--- config.mk ---
export PLATFORM = sky130hd
export DESIGN_NAME = lob_ctrl
export DESIGN_NICKNAME = d
export VERILOG_FILES = /design/src/rtl/lob_pkg.sv /design/src/rtl/lob_ctrl.sv
export SDC_FILE = /design/constraint.sdc
export NUM_CORES = 1
export LEC_CHECK = 0
export ABC_CLOCK_PERIOD_IN_PS = 1300
export BUFFER_PORTS_ARGS = -buffer_cell sky130_fd_sc_hd__buf_2
export CORE_AREA = 2 2 39 41
export DETAILED_ROUTE_END_ITERATION = 16
export DIE_AREA = 0 0 41 43
export MAX_ROUTING_LAYER = met4
export SLEW_MARGIN = 0
export SYNTH_ARGS = -nofsm -noshare
export SYNTH_HDL_FRONTEND = slang
export SYNTH_SLANG_ARGS = --single-unit
export TNS_END_PERCENT = 100
--- constraint.sdc ---
create_clock -name clk -period 1.3 [get_ports clk]
set_input_delay 0.26 -clock clk [delete_from_list [all_inputs] [get_ports clk]]
set_output_delay 0.26 -clock clk [all_outputs]
set_load 0.05 [all_outputs]
--- src/rtl/lob_pkg.sv ---
// Shared types, codes and constants for the limit order book matcher.
package lob_pkg;

  localparam int BOOK_DEPTH_DEF = 32;

  localparam logic [1:0] KIND_ADD    = 2'd0;
  localparam logic [1:0] KIND_CANCEL = 2'd1;
  localparam logic [1:0] KIND_MODIFY = 2'd2;

  localparam logic SIDE_BUY  = 1'b0;
  localparam logic SIDE_SELL = 1'b1;

  localparam logic [1:0] STATUS_OK        = 2'd0;
  localparam logic [1:0] STATUS_FULL      = 2'd1;
  localparam logic [1:0] STATUS_NOT_FOUND = 2'd2;

  localparam logic RESULT_TRADE = 1'b0;
  localparam logic RESULT_DONE  = 1'b1;

  localparam logic [1:0] OP_NONE = 2'd0;
  localparam logic [1:0] OP_INS  = 2'd1;
  localparam logic [1:0] OP_DROP = 2'd2;
  localparam logic [1:0] OP_SETQ = 2'd3;

  typedef struct packed {
    logic [1:0]  kind;
    logic [31:0] order_id;
    logic        side;
    logic [23:0] quantity;
    logic [31:0] price_ticks;
  } in_t;

  typedef struct packed {
    logic        result_kind;
    logic [23:0] trade_quantity;
    logic [31:0] trade_price;
    logic [1:0]  status;
    logic        last;
  } out_t;

  typedef struct packed {
    logic load;
    logic scan_step;
    logic apply;
    logic match_step;
    logic emit_done;
  } lob_cmd_t;

  typedef struct packed {
    logic scan_stop;
    logic crossed;
  } lob_stat_t;

endpackage

--- src/rtl/lob_ctrl.sv ---
// Sequencer for one transaction: scan, apply, match loop, done marker.
module lob_ctrl
  import lob_pkg::*;
(
  input  logic      clk,
  input  logic      rst_n,
  input  logic      start,
  output logic      busy,
  input  lob_stat_t stat,
  output lob_cmd_t  cmd
);

  localparam logic [1:0] ST_IDLE  = 2'd0;
  localparam logic [1:0] ST_SCAN  = 2'd1;
  localparam logic [1:0] ST_APPLY = 2'd2;
  localparam logic [1:0] ST_MATCH = 2'd3;

  logic [1:0] state_r, state_nxt;

  always_comb begin
    state_nxt = state_r;
    cmd       = '0;
    case (state_r)
      ST_IDLE: begin
        if (start) begin
          cmd.load  = 1'b1;
          state_nxt = ST_SCAN;
        end
      end
      ST_SCAN: begin
        if (stat.scan_stop) begin
          state_nxt = ST_APPLY;
        end else begin
          cmd.scan_step = 1'b1;
        end
      end
      ST_APPLY: begin
        cmd.apply = 1'b1;
        state_nxt = ST_MATCH;
      end
      ST_MATCH: begin
        if (stat.crossed) begin
          cmd.match_step = 1'b1;
        end else begin
          cmd.emit_done = 1'b1;
          state_nxt     = ST_IDLE;
        end
      end
      default: state_nxt = ST_IDLE;
    endcase
  end

  always_ff @(posedge clk) begin
    if (!rst_n) begin
      state_r <= ST_IDLE;
    end else begin
      state_r <= state_nxt;
    end
  end

  assign busy = (state_r != ST_IDLE);

endmodule

### After elaboration in Yosys (flattened, before gate mapping)

Index checks and enable logic that the tools add are counted.

| word-level totals | value |
|---|---|
| flip-flop bits (word level) | 2 |
| input bits | 5 |
| output and inout bits | 6 |
| word-level logic and storage cells | 22 |

| operators by class | value |
|---|---|
| equality and inequality tests | 6 |
| multiplexer cells | 12 |
| reduce and logical (&&, ||, !) cells | 3 |

Operators with widths:

| kind | count |
|---|---|
| 2-to-1 mux 2 bit | 4 |
| one-hot mux 2 bit (4 select lines) | 1 |
| 2-to-1 mux 1 bit | 7 |
| inequality test 2 bit (second input constant) | 3 |
| equality test 2 bit (second input constant) | 2 |
| AND reduction 3 bit | 1 |
| equality test 2 x 1 -> 1 bit (second input constant) | 1 |
| logical NOT 2 bit | 1 |
| nonzero test 2 bit | 1 |

### Depth between registers and ports, before layout

| logic depth | value |
|---|---|
| word-level depth | 3 |
| mapped depth | 5 |
| mapped depth without buffers | 5 |

### Worst setup path before layout

Ideal clock, no wire load.

| path | value |
|---|---|
| path kind | reg-to-output |
| start | reg state_r[0] |
| end | out cmd[0] (netlist bit) |
| arrival time | 1.231 ns |
| required time | 1.040 ns |
| slack | -0.191 ns |
| cell stages (with the launch flop) | 3 |
| path buffers | 0 |
| cell sequence | dfxtp_1 > ha_1 > nor2b_1 |

RTL lines:

| item | RTL line | source |
|---|---|---|
| from (decl) | lob_ctrl.sv:18 | `logic [1:0] state_r, state_nxt;` |
| from (signal assigned) | lob_ctrl.sv:57 | `state_r <= state_nxt;` |
| to (decl) | lob_ctrl.sv:10 | `output lob_cmd_t cmd` |

==> impl_metrics.ini <==
[worst_setup_path]
critPathMaxStageDelay_ns = 0.38
worstPathCellList = ha_2 > and2_4 > buf_8
critPathCaptureType = primary output
crit_buf_inv = 1
cp_max_fo = 4
crit_type = register to primary output
crit_start = state_r[0]$_SDFFE_PN0P_
crit_family = flip-flops
startpoint_type = register
crit_arrival_ns = 1.09
r2r_start = state_r[1]$_SDFFE_PN0P_
slowest_stage = dfxtp_4
required_ns = 1.04

[clock_tree]
clock-root-buffer = clkbuf_4
clock-sinks = 2
clk_latency_ns = 0.22
clk_pin_slew_ns = 0.03
hold_buffers = 0
cts.htree.levels = 1
cts_buffer_depth = 2
tritoncts = yes
cts_buffers = 3

[place]
placed_area_um2 = 289
portBuffers = 10
gp_congestion = 0.755
dp.final_hpwl_um = 334

[drt]
drc = 0
drt_iter0_markers = 1
wirelength_um = 483
vias_per_cell = 3.69
vias = 203
routedWlPerCell_um = 8.78
firstDrtPassIters = 2
drtAntennaViolNets = 0

[sta]
fin_ws_ns = -0.0468
tightestPinTransition_ns = 0.199
hold_violations = 0
relSlewSlack = 0.867
max_clock_freq_ghz = 0.742
setup_viol = 7
slew_viol_final = 0
holdWs_ns = 0.316
finalCritPeriodShare = 1.04
rsz0062_at_grt = yes
fin_worst_skew_ns = 0.00262
period_needed_ns = 1.35

[global_routing]
grtUsageMet1 = 0.0799
grt_use_total = 0.0770
grtUsageMet3 = 0.0471
grt_overflow = 0
grt_first_pass_wirelength_um = 793
grt_max_degree = 5
antenna_found_initial = 0
met2_usage = 0.0906
grt_pass1_vias = 199
top_usage_layer = met2

[pwr]
total_power_mw = 1.11
power.leakage_nw = 0.200
ir_worst_vdd_uv = 848
powerDensity_nw_per_um2 = 2470

[yosys]
ys_seq_area_frac = 0.192
ys_warn_count = 0
yosysUniqueCellTypes = 12
syn_area_um2 = 209
synth-seq-cells = 2
syn_area_per_cell_um2 = 9.50
syn_nets = 32
synthCells = 22

[min_path]
hold_start = rst_n
hold_path_class = primary input to register

[layout]
final_area_um2 = 449
antenna_cells = 0
regMostFlops = state_r
layout-drive-gt1-share = 0.795
area_growth_pct = 115
top_regs = state_r (2)
largest_reg_flops = 2
fin_nets = 51

[die]
fp.dieW_um = 41
fp-row-count = 14
die_area_um2 = 1760
initial_core_util = 0.151
die_h_um = 43
core-area_um2 = 1380
io_pins = 11

[run_status]
violations = setup timing
status = finished, violations left

[job]
cap_viol_max_count = 0
## area by class of cell
cell class / count / area [µm²]
clock buffer: 3 / 22.5
multi-input combinational: 17 / 203
sequential: 2 / 47.5
inverter: 3 / 16.3
fill: 149 / 935
tap: 16 / 20.0
timing repair buffer: 14 / 140
## timing repair
action,CTS,global route
gates resized for setup,23,12
setup endpoints to repair,8,8
buffers inserted,2,1
pin swaps,0,2
## layer usage
metal,wire length (µm),share of wire,vias to the layer above
li1,-,-,104
met1,211,0.44,92
met5,0,0,-
met4,12,0.025,0
met3,22,0.046,2
met2,235,0.49,5
## path summary, 6_finish.rpt
kind	slack [ns]	to	cells after the start
max	-0.05	cmd[1]	3
min	0.32	state_r[1]$_SDFFE_PN0P_	3
max reg2reg	-0.01	state_r[0]$_SDFFE_PN0P_	6
min reg2reg	0.51	state_r[1]$_SDFFE_PN0P_	2
## power by group
part,leakage [nW],switching [mW],internal (mW)
clock network,0.0138,0.0328,0.102
registers,0.0178,0.0575,0.107
logic,0.169,0.421,0.390
total,0.200,0.511,0.599
## stage by stage
| step | setup WS (ns) | TNS (ns) | instances | util |
|---|---|---|---|---|
| 4_1_cts | -0.0494 | -0.264 | 54 | 0.279 |
| 3_3_place_gp | 0.0199 | 0 | 49 | 0.209 |
| 6_report | -0.0468 | -0.215 | 55 | 0.325 |
| 2_1_floorplan | 0.0435 | 0 | 22 | - |
| 5_1_grt | -0.111 | -0.585 | 55 | 0.325 |
| 3_5_place_dp | -0.00831 | -0.00831 | 49 | 0.209 |
## cell usage in the layout (no fill, tap or decap)
cell      instances
dfxtp_4           2
nor2b_2           1
clkbuf_4          3
o21ai_0           1
buf_2             4
buf_6             4
inv_4             2
ha_1              1
buf_8             4
ha_4              3
mux2i_1           2
buf_4             2
nand2_1           3
ha_2              1
nor2b_4           1
and2_4            2
inv_2             1
and2b_1           1
nor3_4            1
## tightest hold or removal path: stages
cell	delay [ns]
buf_2	0.12
nand2_1	0.06
mux2i_1	0.05
## synth_stat cells
cell	instances	area [µm²]
ha_1	5	62.6
inv_1	3	11.3
nand2_1	3	11.3
dfxtp_1	2	40.0
mux2i_1	2	20.0
and2_1	1	6.26
and2_4	1	8.76
and2b_1	1	7.51
nor2b_1	1	6.26
nor2b_4	1	13.8
nor3_4	1	16.3
o21ai_0	1	5.00
## cells by family (layout without fill, tap and decap cells)
group,count (synthesis),in the layout,synth area share
muxes,2,2,0.0958
adders and majority gates,5,5,0.299
buffers and inverters,3,20,0.0539
and+or+nand+nor,9,9,0.335
DFF,2,2,0.192
AOI/OAI and AO/OA,1,1,0.0239
No activity file was read; power rests on OpenSTA's default activity.
